`src/rtl/core/qedd_pkg.sv`:
```
// Shared types and constants of the quadrature encoder decoder.
// Used by qedd_step, the top level and the checker; depends on nothing.
`timescale 1ns / 1ps

package qedd_pkg;

  // Item kinds
  localparam logic FUNC_FAST = 1'b0;
  localparam logic FUNC_SLOW = 1'b1;

  // Register indexes on the configuration port
  localparam logic [2:0] REG_DEBOUNCE_PERIOD    = 3'd0;
  localparam logic [2:0] REG_EDGE_DELAY         = 3'd1;
  localparam logic [2:0] REG_FAST_DECREMENT     = 3'd2;
  localparam logic [2:0] REG_EDGE_EXPIRED_VALUE = 3'd3;
  localparam logic [2:0] REG_CW_DETENT_STATE    = 3'd4;
  localparam logic [2:0] REG_CCW_DETENT_STATE   = 3'd5;

  // Register reset values
  localparam logic [7:0]        DEBOUNCE_PERIOD_RST    = 8'd3;
  localparam logic [7:0]        EDGE_DELAY_RST         = 8'd10;
  localparam logic [7:0]        FAST_DECREMENT_RST     = 8'd2;
  localparam logic [7:0]        EDGE_EXPIRED_VALUE_RST = 8'd0;
  localparam logic signed [7:0] CW_DETENT_STATE_RST    = 8'sd4;
  localparam logic signed [7:0] CCW_DETENT_STATE_RST   = -8'sd4;

  typedef enum logic [1:0] {
    TURN_NONE = 2'd0,
    TURN_CW   = 2'd1,
    TURN_CCW  = 2'd2
  } turn_t;

  typedef struct packed {
    logic [7:0]        debounce_period;
    logic [7:0]        edge_delay;
    logic [7:0]        fast_decrement;
    logic [7:0]        edge_expired_value;
    logic signed [7:0] cw_detent_state;
    logic signed [7:0] ccw_detent_state;
  } cfg_t;

  // One encoder's stored state
  typedef struct packed {
    logic              stable_a;
    logic              stable_b;
    logic              accepted_a;
    logic              accepted_b;
    logic [7:0]        settle_count_a;
    logic [7:0]        settle_count_b;
    logic [7:0]        edge_timeout;
    logic              fast_timeout;
    logic signed [7:0] step_state;
    logic signed [7:0] last_step_state;
    logic [7:0]        turn_count;
  } enc_state_t;

  localparam enc_state_t ENC_STATE_RST = '{
    stable_a:        1'b0,
    stable_b:        1'b0,
    accepted_a:      1'b0,
    accepted_b:      1'b0,
    settle_count_a:  8'd0,
    settle_count_b:  8'd0,
    edge_timeout:    EDGE_DELAY_RST,
    fast_timeout:    1'b0,
    step_state:      8'sd0,
    last_step_state: 8'sd0,
    turn_count:      8'd0
  };

  // Clockwise successor of the level code {a, b}
  function automatic logic [1:0] cw_next(input logic [1:0] code);
    logic [1:0] res;
    case (code)
      2'd0:    res = 2'd2;
      2'd1:    res = 2'd0;
      2'd2:    res = 2'd3;
      2'd3:    res = 2'd1;
      default: res = 2'd0;
    endcase
    return res;
  endfunction

endpackage

```
`src/rtl/core/qedd_step.sv`:
```
// Next-state logic of one encoder: debounce, step decode, detent and timeout.
// Depends on qedd_pkg.
`timescale 1ns / 1ps

module qedd_step (
  input  qedd_pkg::cfg_t       cfg,
  input  qedd_pkg::enc_state_t cur,
  input  logic                 func,
  input  logic                 line_a,
  input  logic                 line_b,
  output qedd_pkg::enc_state_t nxt,
  output qedd_pkg::turn_t      turn,
  output logic                 missed
);

  logic              ch_a;
  logic              ch_b;
  logic [1:0]        prev_lv;
  logic [1:0]        cur_lv;
  logic signed [7:0] step1;
  logic [7:0]        tmo_dec;
  logic [7:0]        tmo_new;

  always_comb begin
    nxt     = cur;
    turn    = qedd_pkg::TURN_NONE;
    missed  = 1'b0;
    ch_a    = 1'b0;
    ch_b    = 1'b0;
    prev_lv = {cur.accepted_a, cur.accepted_b};
    cur_lv  = 2'd0;
    step1   = cur.step_state;
    tmo_dec = cur.edge_timeout - 8'd1;
    tmo_new = cur.edge_timeout;

    if (func == qedd_pkg::FUNC_FAST) begin
      // Debounce line A: restart the settle count on a change
      if (cur.stable_a != line_a) begin
        nxt.stable_a       = line_a;
        nxt.settle_count_a = cfg.debounce_period;
      end else if (cur.settle_count_a != 8'd0) begin
        nxt.settle_count_a = cur.settle_count_a - 8'd1;
        ch_a = (nxt.settle_count_a == 8'd0) && (cur.accepted_a != cur.stable_a);
      end

      // Debounce line B
      if (cur.stable_b != line_b) begin
        nxt.stable_b       = line_b;
        nxt.settle_count_b = cfg.debounce_period;
      end else if (cur.settle_count_b != 8'd0) begin
        nxt.settle_count_b = cur.settle_count_b - 8'd1;
        ch_b = (nxt.settle_count_b == 8'd0) && (cur.accepted_b != cur.stable_b);
      end

      // Decode the accepted-to-stable transition
      cur_lv = {nxt.stable_a, nxt.stable_b};
      if (ch_a || ch_b) begin
        nxt.edge_timeout = cfg.edge_delay;
        if (cur_lv == qedd_pkg::cw_next(prev_lv)) begin
          step1 = cur.step_state + 8'sd1;
        end else if (prev_lv == qedd_pkg::cw_next(cur_lv)) begin
          step1 = cur.step_state - 8'sd1;
        end else if (cur_lv != prev_lv) begin
          // Both lines moved: follow the prior direction
          missed           = 1'b1;
          nxt.fast_timeout = 1'b1;
          if (cur.last_step_state != 8'sd0 && !cur.last_step_state[7]) begin
            step1 = cur.step_state + 8'sd1;
          end else if (cur.last_step_state[7]) begin
            step1 = cur.step_state - 8'sd1;
          end
        end
        nxt.step_state      = step1;
        nxt.last_step_state = step1;

        // Complete a detent; the clockwise match wins a tie
        if (step1 == cfg.cw_detent_state) begin
          nxt.step_state = 8'sd0;
          nxt.turn_count = cur.turn_count + 8'd1;
          turn           = qedd_pkg::TURN_CW;
        end else if (step1 == cfg.ccw_detent_state) begin
          nxt.step_state = 8'sd0;
          nxt.turn_count = cur.turn_count - 8'd1;
          turn           = qedd_pkg::TURN_CCW;
        end

        if (ch_a) begin
          nxt.accepted_a = nxt.stable_a;
        end
        if (ch_b) begin
          nxt.accepted_b = nxt.stable_b;
        end
      end
    end else if (cur.edge_timeout != 8'd0) begin
      // Count the timeout down, faster after a missed edge
      if (cur.fast_timeout) begin
        tmo_new = (tmo_dec > cfg.fast_decrement) ? (tmo_dec - cfg.fast_decrement) : 8'd0;
      end else begin
        tmo_new = tmo_dec;
      end
      nxt.edge_timeout = tmo_new;
      if (tmo_new == cfg.edge_expired_value) begin
        nxt.fast_timeout = 1'b0;
        nxt.step_state   = 8'sd0;
      end
    end
  end

endmodule

```
`src/rtl/core/quadrature_encoder_debounce_decoder_top.sv`:
```
// Top level of the multi-channel quadrature encoder decoder.
// Depends on qedd_pkg and qedd_step.
`timescale 1ns / 1ps

// Usage
//   Input channel (in_valid / in_stall): one item per transfer. A fast tick
//   (in_func = 0) carries the raw A and B levels of encoder in_channel; a
//   slow tick (in_func = 1) counts that encoder's edge timeout down.
//   Result channel (out_valid / out_stall): exactly one result per item, in
//   item order: the channel, the turn code, the detent count after the item
//   and the missed-edge flag.
//   Throughput is one item per cycle while the receiver does not stall. The
//   input transfer loads the state memory read and the item into the
//   update stage; the update stage then loads its result into the output
//   register, which drives out_valid. Back-to-back items on the same encoder
//   are served by forwarding the last written state.
//   When the receiver stalls, the output register holds its result; one more
//   item may enter and wait in the update stage, then in_stall rises.
//   Reset clears the pipeline, marks every state memory entry unwritten (an
//   unwritten entry reads as the reset state) and loads register defaults.
//   The APB-style port writes registers at byte address 4*i; write only
//   while the block is idle.

module quadrature_encoder_debounce_decoder_top #(
  parameter int NUM_ENCODERS = 2
) (
  input  logic        clk,
  input  logic        rst_n,
  // Input channel
  input  logic        in_valid,
  output logic        in_stall,
  input  logic        in_func,
  input  logic        in_channel,
  input  logic        in_line_a,
  input  logic        in_line_b,
  // Result channel
  output logic        out_valid,
  input  logic        out_stall,
  output logic        out_channel_out,
  output logic [1:0]  out_turn,
  output logic [7:0]  out_detent_count,
  output logic        out_missed_edge,
  // Configuration port
  input  logic        psel,
  input  logic        penable,
  input  logic        pwrite,
  input  logic [4:0]  paddr,
  input  logic [31:0] pwdata,
  output logic [31:0] prdata,
  output logic        pready
);

  localparam int IDX_W = (NUM_ENCODERS > 1) ? $clog2(NUM_ENCODERS) : 1;

  qedd_pkg::cfg_t cfg_r;

  qedd_pkg::enc_state_t state_mem_r [NUM_ENCODERS];
  qedd_pkg::enc_state_t rdata_r;
  logic [NUM_ENCODERS-1:0] entry_valid_r;

  logic                 s1_valid_r;
  logic                 s1_func_r;
  logic                 s1_chan_r;
  logic                 s1_line_a_r;
  logic                 s1_line_b_r;
  logic                 s1_absent_r;
  logic [IDX_W-1:0]     s1_addr_r;

  logic                 fwd_valid_r;
  logic [IDX_W-1:0]     fwd_addr_r;
  qedd_pkg::enc_state_t fwd_state_r;

  logic                 out_valid_r;
  logic                 out_channel_r;
  logic [1:0]           out_turn_r;
  logic [7:0]           out_count_r;
  logic                 out_missed_r;

  logic                 in_absent;
  logic [IDX_W-1:0]     in_addr;
  logic                 in_acc;
  logic                 out_hold;
  logic                 s1_adv;
  logic                 mem_wr;
  qedd_pkg::enc_state_t s1_cur;
  qedd_pkg::enc_state_t s1_nxt;
  qedd_pkg::turn_t      s1_turn;
  logic                 s1_missed;

  // Configuration registers
  always_ff @(posedge clk) begin
    if (!rst_n) begin
      cfg_r.debounce_period    <= qedd_pkg::DEBOUNCE_PERIOD_RST;
      cfg_r.edge_delay         <= qedd_pkg::EDGE_DELAY_RST;
      cfg_r.fast_decrement     <= qedd_pkg::FAST_DECREMENT_RST;
      cfg_r.edge_expired_value <= qedd_pkg::EDGE_EXPIRED_VALUE_RST;
      cfg_r.cw_detent_state    <= qedd_pkg::CW_DETENT_STATE_RST;
      cfg_r.ccw_detent_state   <= qedd_pkg::CCW_DETENT_STATE_RST;
    end else if (psel && penable && pwrite) begin
      case (paddr[4:2])
        qedd_pkg::REG_DEBOUNCE_PERIOD:    cfg_r.debounce_period    <= pwdata[7:0];
        qedd_pkg::REG_EDGE_DELAY:         cfg_r.edge_delay         <= pwdata[7:0];
        qedd_pkg::REG_FAST_DECREMENT:     cfg_r.fast_decrement     <= pwdata[7:0];
        qedd_pkg::REG_EDGE_EXPIRED_VALUE: cfg_r.edge_expired_value <= pwdata[7:0];
        qedd_pkg::REG_CW_DETENT_STATE:    cfg_r.cw_detent_state    <= pwdata[7:0];
        qedd_pkg::REG_CCW_DETENT_STATE:   cfg_r.ccw_detent_state   <= pwdata[7:0];
        default: ;
      endcase
    end
  end

  // Register readback
  always_comb begin
    case (paddr[4:2])
      qedd_pkg::REG_DEBOUNCE_PERIOD:    prdata = {24'd0, cfg_r.debounce_period};
      qedd_pkg::REG_EDGE_DELAY:         prdata = {24'd0, cfg_r.edge_delay};
      qedd_pkg::REG_FAST_DECREMENT:     prdata = {24'd0, cfg_r.fast_decrement};
      qedd_pkg::REG_EDGE_EXPIRED_VALUE: prdata = {24'd0, cfg_r.edge_expired_value};
      qedd_pkg::REG_CW_DETENT_STATE:    prdata = {24'd0, cfg_r.cw_detent_state};
      qedd_pkg::REG_CCW_DETENT_STATE:   prdata = {24'd0, cfg_r.ccw_detent_state};
      default:                          prdata = 32'd0;
    endcase
  end

  assign pready = 1'b1;

  // Handshake and stage control
  assign in_absent = (int'(in_channel) >= NUM_ENCODERS);
  assign in_addr   = in_absent ? '0 : IDX_W'(in_channel);
  assign out_hold  = out_valid_r && out_stall;
  assign in_stall  = s1_valid_r && out_hold;
  assign in_acc    = in_valid && !in_stall;
  assign s1_adv    = s1_valid_r && !out_hold;
  assign mem_wr    = s1_adv && !s1_absent_r;

  // State memory: read on transfer, write back from the update stage
  always_ff @(posedge clk) begin
    if (in_acc) begin
      rdata_r <= state_mem_r[in_addr];
    end
    if (mem_wr) begin
      state_mem_r[s1_addr_r] <= s1_nxt;
    end
  end

  // Track written entries
  always_ff @(posedge clk) begin
    if (!rst_n) begin
      entry_valid_r <= '0;
    end else if (mem_wr) begin
      entry_valid_r[s1_addr_r] <= 1'b1;
    end
  end

  // Hold the last write for an item that read the same entry alongside it
  always_ff @(posedge clk) begin
    if (!rst_n) begin
      fwd_valid_r <= 1'b0;
    end else if (mem_wr) begin
      fwd_valid_r <= 1'b1;
    end
  end

  always_ff @(posedge clk) begin
    if (mem_wr) begin
      fwd_addr_r  <= s1_addr_r;
      fwd_state_r <= s1_nxt;
    end
  end

  // Update stage
  always_ff @(posedge clk) begin
    if (!rst_n) begin
      s1_valid_r <= 1'b0;
    end else if (in_acc) begin
      s1_valid_r <= 1'b1;
    end else if (s1_adv) begin
      s1_valid_r <= 1'b0;
    end
  end

  always_ff @(posedge clk) begin
    if (in_acc) begin
      s1_func_r   <= in_func;
      s1_chan_r   <= in_channel;
      s1_line_a_r <= in_line_a;
      s1_line_b_r <= in_line_b;
      s1_absent_r <= in_absent;
      s1_addr_r   <= in_addr;
    end
  end

  // Pick forwarded, stored or reset state
  always_comb begin
    if (fwd_valid_r && (fwd_addr_r == s1_addr_r)) begin
      s1_cur = fwd_state_r;
    end else if (entry_valid_r[s1_addr_r]) begin
      s1_cur = rdata_r;
    end else begin
      s1_cur = qedd_pkg::ENC_STATE_RST;
    end
  end

  qedd_step u_step (
    .cfg    (cfg_r),
    .cur    (s1_cur),
    .func   (s1_func_r),
    .line_a (s1_line_a_r),
    .line_b (s1_line_b_r),
    .nxt    (s1_nxt),
    .turn   (s1_turn),
    .missed (s1_missed)
  );

  // Output register
  always_ff @(posedge clk) begin
    if (!rst_n) begin
      out_valid_r <= 1'b0;
    end else if (s1_adv) begin
      out_valid_r <= 1'b1;
    end else if (!out_stall) begin
      out_valid_r <= 1'b0;
    end
  end

  always_ff @(posedge clk) begin
    if (s1_adv) begin
      out_channel_r <= s1_chan_r;
      if (s1_absent_r) begin
        out_turn_r   <= qedd_pkg::TURN_NONE;
        out_count_r  <= 8'd0;
        out_missed_r <= 1'b0;
      end else begin
        out_turn_r   <= s1_turn;
        out_count_r  <= s1_nxt.turn_count;
        out_missed_r <= s1_missed;
      end
    end
  end

  assign out_valid        = out_valid_r;
  assign out_channel_out  = out_channel_r;
  assign out_turn         = out_turn_r;
  assign out_detent_count = out_count_r;
  assign out_missed_edge  = out_missed_r;

endmodule

```
`config.mk`:
```
export PLATFORM = sky130hd
export DESIGN_NAME = quadrature_encoder_debounce_decoder_top
export DESIGN_NICKNAME = d
export VERILOG_FILES = /design/src/rtl/core/qedd_pkg.sv /design/src/rtl/core/qedd_step.sv /design/src/rtl/core/quadrature_encoder_debounce_decoder_top.sv
export SDC_FILE = /design/constraint.sdc
export NUM_CORES = 1
export LEC_CHECK = 0
export BUFFER_PORTS_ARGS = -buffer_cell sky130_fd_sc_hd__buf_2
export CAP_MARGIN = 20
export CORE_MARGIN = 3
export CORE_UTILIZATION = 40
export CTS_BUF_LIST = sky130_fd_sc_hd__clkbuf_8
export CTS_CLUSTER_DIAMETER = 80
export DETAILED_ROUTE_END_ITERATION = 8
export SLEW_MARGIN = 20
export SYNTH_ARGS = -nofsm -noshare
export SYNTH_HDL_FRONTEND = slang
export SYNTH_SLANG_ARGS = --single-unit
export TNS_END_PERCENT = 30
```
`constraint.sdc`:
```
create_clock -name clk -period 10.25 [get_ports clk]
set_input_delay 0 -clock clk [delete_from_list [all_inputs] [get_ports clk]]
set_output_delay 0 -clock clk [all_outputs]
set_load 0.02 [all_outputs]
```
=== Word level (Yosys, flattened, before mapping) ===
Memories as Yosys holds them, arrays and structs flattened. A register that Yosys moved wholly into a read port is not among the register bits.
Index checks and enable logic that the tools add are counted.

* Memory bits (writable): 106
* Register bits: 114
* ROM bits: 0
* Input bits: 48
* Memories kept: 1
* Output and inout port bits: 47
* Bits in latches: 0

* Equality and inequality tests: 23
* Div/mod/pow operators: 0
* Reductions and logical operators: 34
* Mux-type cells: 64
* Shift operators: 0
* Bitwise operators: 2
* Add/sub/neg operators: 8
* Multipliers: 0
* Order comparisons: 3

{| class="wikitable"
|+ Memory list
! name !! words !! width !! rd ports !! clocked after Yosys merged registers in !! wr ports !! RTL line !! source
|-
| state_mem_r || 2 || 53 || 1 || 1 || 1 || quadrature_encoder_debounce_decoder_top.sv:57 || <nowiki>qedd_pkg::enc_state_t state_mem_r [NUM_ENCODERS];</nowiki>
|}

{| class="wikitable"
|+ Operators with widths
! operator !! number
|-
| $mux W8 || 19
|-
| $mux W53 || 2
|-
| $pmux W8 S6 || 1
|-
| $mux W17 || 2
|-
| $mux W33 || 1
|-
| $reduce_bool A8 Y1 || 4
|-
| $sub A8 B1 Y8 const B || 4
|-
| $mux W1 || 26
|-
| $eq A8 B8 Y1 || 3
|-
| $mux W20 || 1
|-
| $logic_not A8 Y1 || 2
|-
| $mux W16 || 1
|-
| $pmux W2 S4 || 2
|-
| $mux W2 || 7
|-
| $reduce_and A2 Y1 || 6
|-
| $logic_and A1 B1 Y1 || 11
|-
| $mux W9 || 1
|-
| $add A8 B1 Y8 const B || 1
|-
| $add A8 B2 Y8 const B || 1
|-
| $eq A2 B2 Y1 const B || 4
|-
| $gt A8 B8 Y1 || 1
|-
| $sub A8 B2 Y8 const B || 1
|-
| $sub A8 B8 Y8 || 1
|-
| $eq A3 B2 Y1 const B || 2
|-
| 21 further kinds || 30
|}

=== Depth between registers and ports, before layout ===
* Word-level depth: 27
* Depth in mapped cells: 27
* Mapped depth without buffers: 20

=== By module ===
A second synthesis with hierarchy kept.

* Cells, all modules: 1,319
* Area total of the unflattened synthesis: 14,818.0 um^2

{| class="wikitable"
|+ Modules (own cells, without submodules)
! module !! cells an instance !! seq. area each (um^2) !! area each (um^2) !! instances
|-
| quadrature_encoder_debounce_decoder_top || 732 || 7,667.4 || 10,909.2 || 1
|-
| qedd_step || 587 || 0.0 || 3,908.7 || 1
|}

=== Least setup slack after synthesis ===
No wires, ideal clock.

* Path kind: reg-to-reg
* Start: register, netlist name out_channel_out
* End: register out_count_r[4] (netlist: out_detent_count[4]) (data pin)
* Path slack: 3.984 ns
* Setup time: 0.274 ns
* Arrival: 5.992 ns
* Period minus slack after synthesis: 6.266 ns
* Cell stages (with the launch flop): 24
* Path through: edfxtp_1 -> xor2_4 -> nor2_2 -> buf_2 -> buf_2 -> buf_2 -> buf_1 -> clkbuf_1 -> buf_1 -> a21oi_1 -> ha_1 -> or2_2 -> or3_1 -> o221a_4 -> or2_1 -> and3_1 -> buf_2 -> a221o_1 -> xnor2_1 -> nor4_2 -> nand3_2 -> or4b_1 -> o31ai_2 -> xor2_1

{| class="wikitable"
|+ RTL lines
! item !! RTL line !! source
|-
| to (signal assigned) || quadrature_encoder_debounce_decoder_top.sv:235 || <nowiki>out_count_r <= s1_nxt.turn_count;</nowiki>
|-
| to (decl) || quadrature_encoder_debounce_decoder_top.sv:76 || <nowiki>logic [7:0] out_count_r;</nowiki>
|}

==> qor.log <==
qor: run_status.run_status finished clean
qor: cells_and_area.final_net_count 1438
qor: logic_synthesis.synth.avg_cell_area 11.07 um^2
qor: logic_synthesis.yosysWarnings 0
qor: timing.slew_headroom 24.81%
qor: place.preCtsSetupSlack 3243 ps
qor: detailed_routing.violation_count_after_the_first_detailed_route_iteration 912
qor: timing.fin_tns_setup 0 ps
qor: power_and_ir_drop.seqPwrFrac 50.4%
qor: grt.final_global_route_overflow_total 0
qor: worst_setup_path.worstPathArrival 7400 ps
qor: power_and_ir_drop.internal-power 1.851 mW
qor: power_and_ir_drop.switching_power 0.7067 mW
qor: floorplanning.floorplan.core_area 0.03583 mm^2
qor: logic_synthesis.synth.yosys.seq_area_share 52.30%
qor: logic_synthesis.ys_async_sr_fraction 0%
qor: clock_tree.clk_path_buf_depth 3
qor: logic_synthesis.number_of_flops_mapped_to_enable_cells_by_yosys 220
qor: floorplanning.die_width 197.5 um
qor: grt.pin_count_of_the_biggest_net_entering_global_routing 71
qor: timing.grt_setup_unrepaired false
qor: grt.grt_pass1_wl 58.49 mm
qor: timing.worst_slack 3140 ps
qor: detailed_routing.first_pass_iters 5
qor: cells_and_area.antennaDiodeCount 0
qor: floorplanning.rows 69
qor: timing.tightest_slew 1118 ps
qor: place.placer_s_final_routability_congestion_estimate 0.8965
qor: place.place.port_buffers 43
qor: clock_tree.cts-buffers-inserted 47
qor: floorplanning.floorplan.initialDensity 40.92%
qor: cells_and_area.layout.cells.most_common sky130_fd_sc_hd__edfxtp_1
qor: worst_setup_path.worst-path-max-fanout 70
qor: timing.ratio_of_final_minimum_period_to_clock_period 69.37%
qor: worst_setup_path.worst_setup_start_kind register
qor: floorplanning.dieHeight 197.5 um
qor: timing.setup_viol 0
qor: clock_tree.tritoncts yes
qor: job.max-cap-violations 0
qor: place.placed_cells 1761
qor: detailed_routing.drt-total-wl 37.31 mm
qor: place.detailed_place_hpwl 24.21 mm
qor: worst_setup_path.end_kind register
qor: timing.hold_violations 0
qor: cells_and_area.most-common-layout-cells sky130_fd_sc_hd__edfxtp_1, sky130_fd_sc_hd__nand2_1, sky130_fd_sc_hd__nor2_1, sky130_fd_sc_hd__mux2i_1, sky130_fd_sc_hd__a21oi_1
qor: min_path.min_path_type in -> reg
qor: detailed_routing.drt-wirelength-per-cell 20.04 um
qor: detailed_routing.drtAntennaViolNets 0
qor: clock_tree.cts_root_buffer sky130_fd_sc_hd__clkbuf_8
qor: grt.number_of_global_route_vias_before_repair 10509
qor: clock_tree.clk-insertion-delay-late 560 ps
qor: timing.period_minus_slack 7110 ps
qor: power_and_ir_drop.power.ir.vdd_worst 0.00009007 V
qor: power_and_ir_drop.power_per_cell_area 158.7 mW/mm^2
qor: cells_and_area.instances_no_fill 1862
qor: detailed_routing.avgViaCountPerCell 5.728
qor: detailed_routing.remaining_drc_errors 0
qor: clock_tree.cts.reportedPaths.clkPinSlew 60 ps
qor: worst_setup_path.worstSetupPathType reg -> reg
qor: logic_synthesis.synth_seq_cells 273
qor: logic_synthesis.postSynth.topFlopCell sky130_fd_sc_hd__edfxtp_1
qor: logic_synthesis.synth.cell_area 0.01466 mm^2
qor: logic_synthesis.syn-instance-count 1325
qor: cells_and_area.fill_cells 3329
qor: detailed_routing.detailroute.via_count 10665
qor: floorplanning.top_level_ports 95
qor: floorplanning.floorplan_die_area 0.03899 mm^2
qor: grt.grt.total_usage 18.95%
qor: power_and_ir_drop.power_frac_comb 14.7%
qor: power_and_ir_drop.p_sw_share 27.63%
qor: logic_synthesis.yosys.cell_types.count 97
qor: timing.slew_viol_final 0
qor: worst_setup_path.worst-endpoint-required 10540 ps
qor: timing.achievable-frequency 0.1406 GHz
qor: cells_and_area.areaGrowthSynthToFinish 9.951%
qor: cells_and_area.final_layout_size_suffix_gt1_share 14.92%
qor: clock_tree.htree_num_levels 2
qor: grt.initial_antenna_violation_count 0
qor: clock_tree.cts.sinks 273
qor: power_and_ir_drop.clock_power_share 34.9%
qor: timing.final.setup_skew 18.89 ps
qor: power_and_ir_drop.power_leakage 5.915 nW
kinds of logic after synthesis:
group	after synthesis	share of synthesized area, %
AOI/OAI and AO/OA	296	13.78
xor gates and xnor gates	58	3.644
adders and majority gates	24	2.099
buffers and inverters	139	4.702
DFF	273	52.30
muxes	131	9.464
other	2	0.05122
and+or+nand+nor	402	13.96
final cells by class:
| type | count | area [um^2] | share of cell area [%] |
|---|---|---|---|
| clock buffers | 48 | 660.6 | 4.098 |
| well taps | 461 | 576.8 | 3.578 |
| multi-input cells | 936 | 6419 | 39.82 |
| inverters | 35 | 131.4 | 0.8150 |
| flip-flops and latches | 273 | 7667 | 47.56 |
| repair buffers | 73 | 483.0 | 2.996 |
| clock inverters | 36 | 182.7 | 1.133 |
final timing paths:
check / slack [ps] / endpoint / startpoint / depth (start not counted)
setup / recovery: 3140 / state_mem_r[0][16]$_DFFE_PP_ / fwd_valid_r$_SDFFE_PN0P_ / 17
hold / removal: 90 / cfg_r[25]$_SDFFE_PN1P_ / penable / 5
setup reg to reg: 3140 / state_mem_r[0][16]$_DFFE_PP_ / fwd_valid_r$_SDFFE_PN0P_ / 17
hold reg to reg: 510 / entry_valid_r[0]$_SDFFE_PN0P_ / entry_valid_r[0]$_SDFFE_PN0P_ / 1
state kept, by name, summed over array words and instances (netlist names), 2 cells and up:
name              cells
rdata_r              53
out_turn              2
cfg_r                48
out_detent_count      8
state_mem_r         106
fwd_state_r          45
entry_valid_r         2
metal layers:
metal	wire length, um	part of all wire [%]	vias to the layer above	global-route usage [%]
met5	0	0	-	0
met4	1068	2.9	0	6.019
met3	2249	6.0	70	3.002
met2	17360	47	377	31.19
met1	16630	45	5216	25.82
li1	-	-	5002	-
metrics by stage:
stage | cell area (um^2) | util [%] | power (mW) | hold slack, ps
after floorplan | 14750 | - | 1.586 | 98.87
after global placement | 15110 | 42.17 | 1.673 | 179.6
after global routing | 16120 | 44.99 | 2.678 | 119.5
final | 16120 | 44.99 | 2.558 | 92.55
after detailed placement | 15110 | 42.17 | 1.678 | 178.3
after CTS | 16120 | 44.99 | 2.585 | 54.96
power groups by stage:
stage          combinational, mW  clock (mW)  sequential, mW
2_1_floorplan              0.287           0            1.30
3_3_place_gp               0.364           0            1.31
3_5_place_dp               0.368           0            1.31
4_1_cts                    0.374       0.924            1.29
5_1_grt                    0.414       0.971            1.29
6_report                   0.377       0.893            1.29
cells in the mapped netlist (11+ instances only):
cell / count / area share [%]
sky130_fd_sc_hd__o21ai_0: 59 / 2.0
sky130_fd_sc_hd__dfxtp_1: 53 / 7.2
sky130_fd_sc_hd__a21oi_1: 70 / 2.4
sky130_fd_sc_hd__nor2b_1: 41 / 1.7
sky130_fd_sc_hd__xnor2_1: 36 / 2.2
sky130_fd_sc_hd__nor3_1: 27 / 0.92
sky130_fd_sc_hd__clkbuf_1: 40 / 1.0
sky130_fd_sc_hd__o22ai_1: 15 / 0.64
sky130_fd_sc_hd__xor2_1: 20 / 1.2
sky130_fd_sc_hd__or3_1: 11 / 0.47
sky130_fd_sc_hd__o21ai_1: 11 / 0.38
sky130_fd_sc_hd__a211oi_1: 15 / 0.77
sky130_fd_sc_hd__o21a_1: 11 / 0.56
sky130_fd_sc_hd__mux2i_1: 73 / 5.0
sky130_fd_sc_hd__buf_4: 37 / 1.9
sky130_fd_sc_hd__inv_1: 34 / 0.87
sky130_fd_sc_hd__and3_1: 37 / 1.6
sky130_fd_sc_hd__ha_1: 23 / 2.0
sky130_fd_sc_hd__nor2_1: 78 / 2.0
sky130_fd_sc_hd__mux2_2: 57 / 4.4
sky130_fd_sc_hd__nor4_1: 12 / 0.51
sky130_fd_sc_hd__nand3_1: 32 / 1.1
sky130_fd_sc_hd__a22oi_1: 16 / 0.82
sky130_fd_sc_hd__buf_2: 17 / 0.58
sky130_fd_sc_hd__edfxtp_1: 220 / 45
sky130_fd_sc_hd__nand2_1: 106 / 2.7
worst max-delay path: stages (launching register included):
cell                      delay (ps)
sky130_fd_sc_hd__dfxtp_1         750
sky130_fd_sc_hd__inv_1           460
sky130_fd_sc_hd__nor2_4          380
sky130_fd_sc_hd__buf_4           680
sky130_fd_sc_hd__a21oi_1         230
sky130_fd_sc_hd__ha_1            250
sky130_fd_sc_hd__or2_2           360
sky130_fd_sc_hd__o21ai_0         120
sky130_fd_sc_hd__o221a_4         250
sky130_fd_sc_hd__nor2b_1         620
sky130_fd_sc_hd__o22ai_1         200
sky130_fd_sc_hd__a31oi_1         610
sky130_fd_sc_hd__xor2_1          190
sky130_fd_sc_hd__nand4_1          80
sky130_fd_sc_hd__or4_1           690
sky130_fd_sc_hd__nand3_1         420
sky130_fd_sc_hd__nor3_1           70
sky130_fd_sc_hd__or3_1           420
what timing repair did:
action                                 in CTS  in global routing
hold buffers                               17                  0
endpoints found under the hold margin      54                  0
buffers inserted                            0                  0
resized for setup                           0                  0
(Power assumes the default switching activity.)
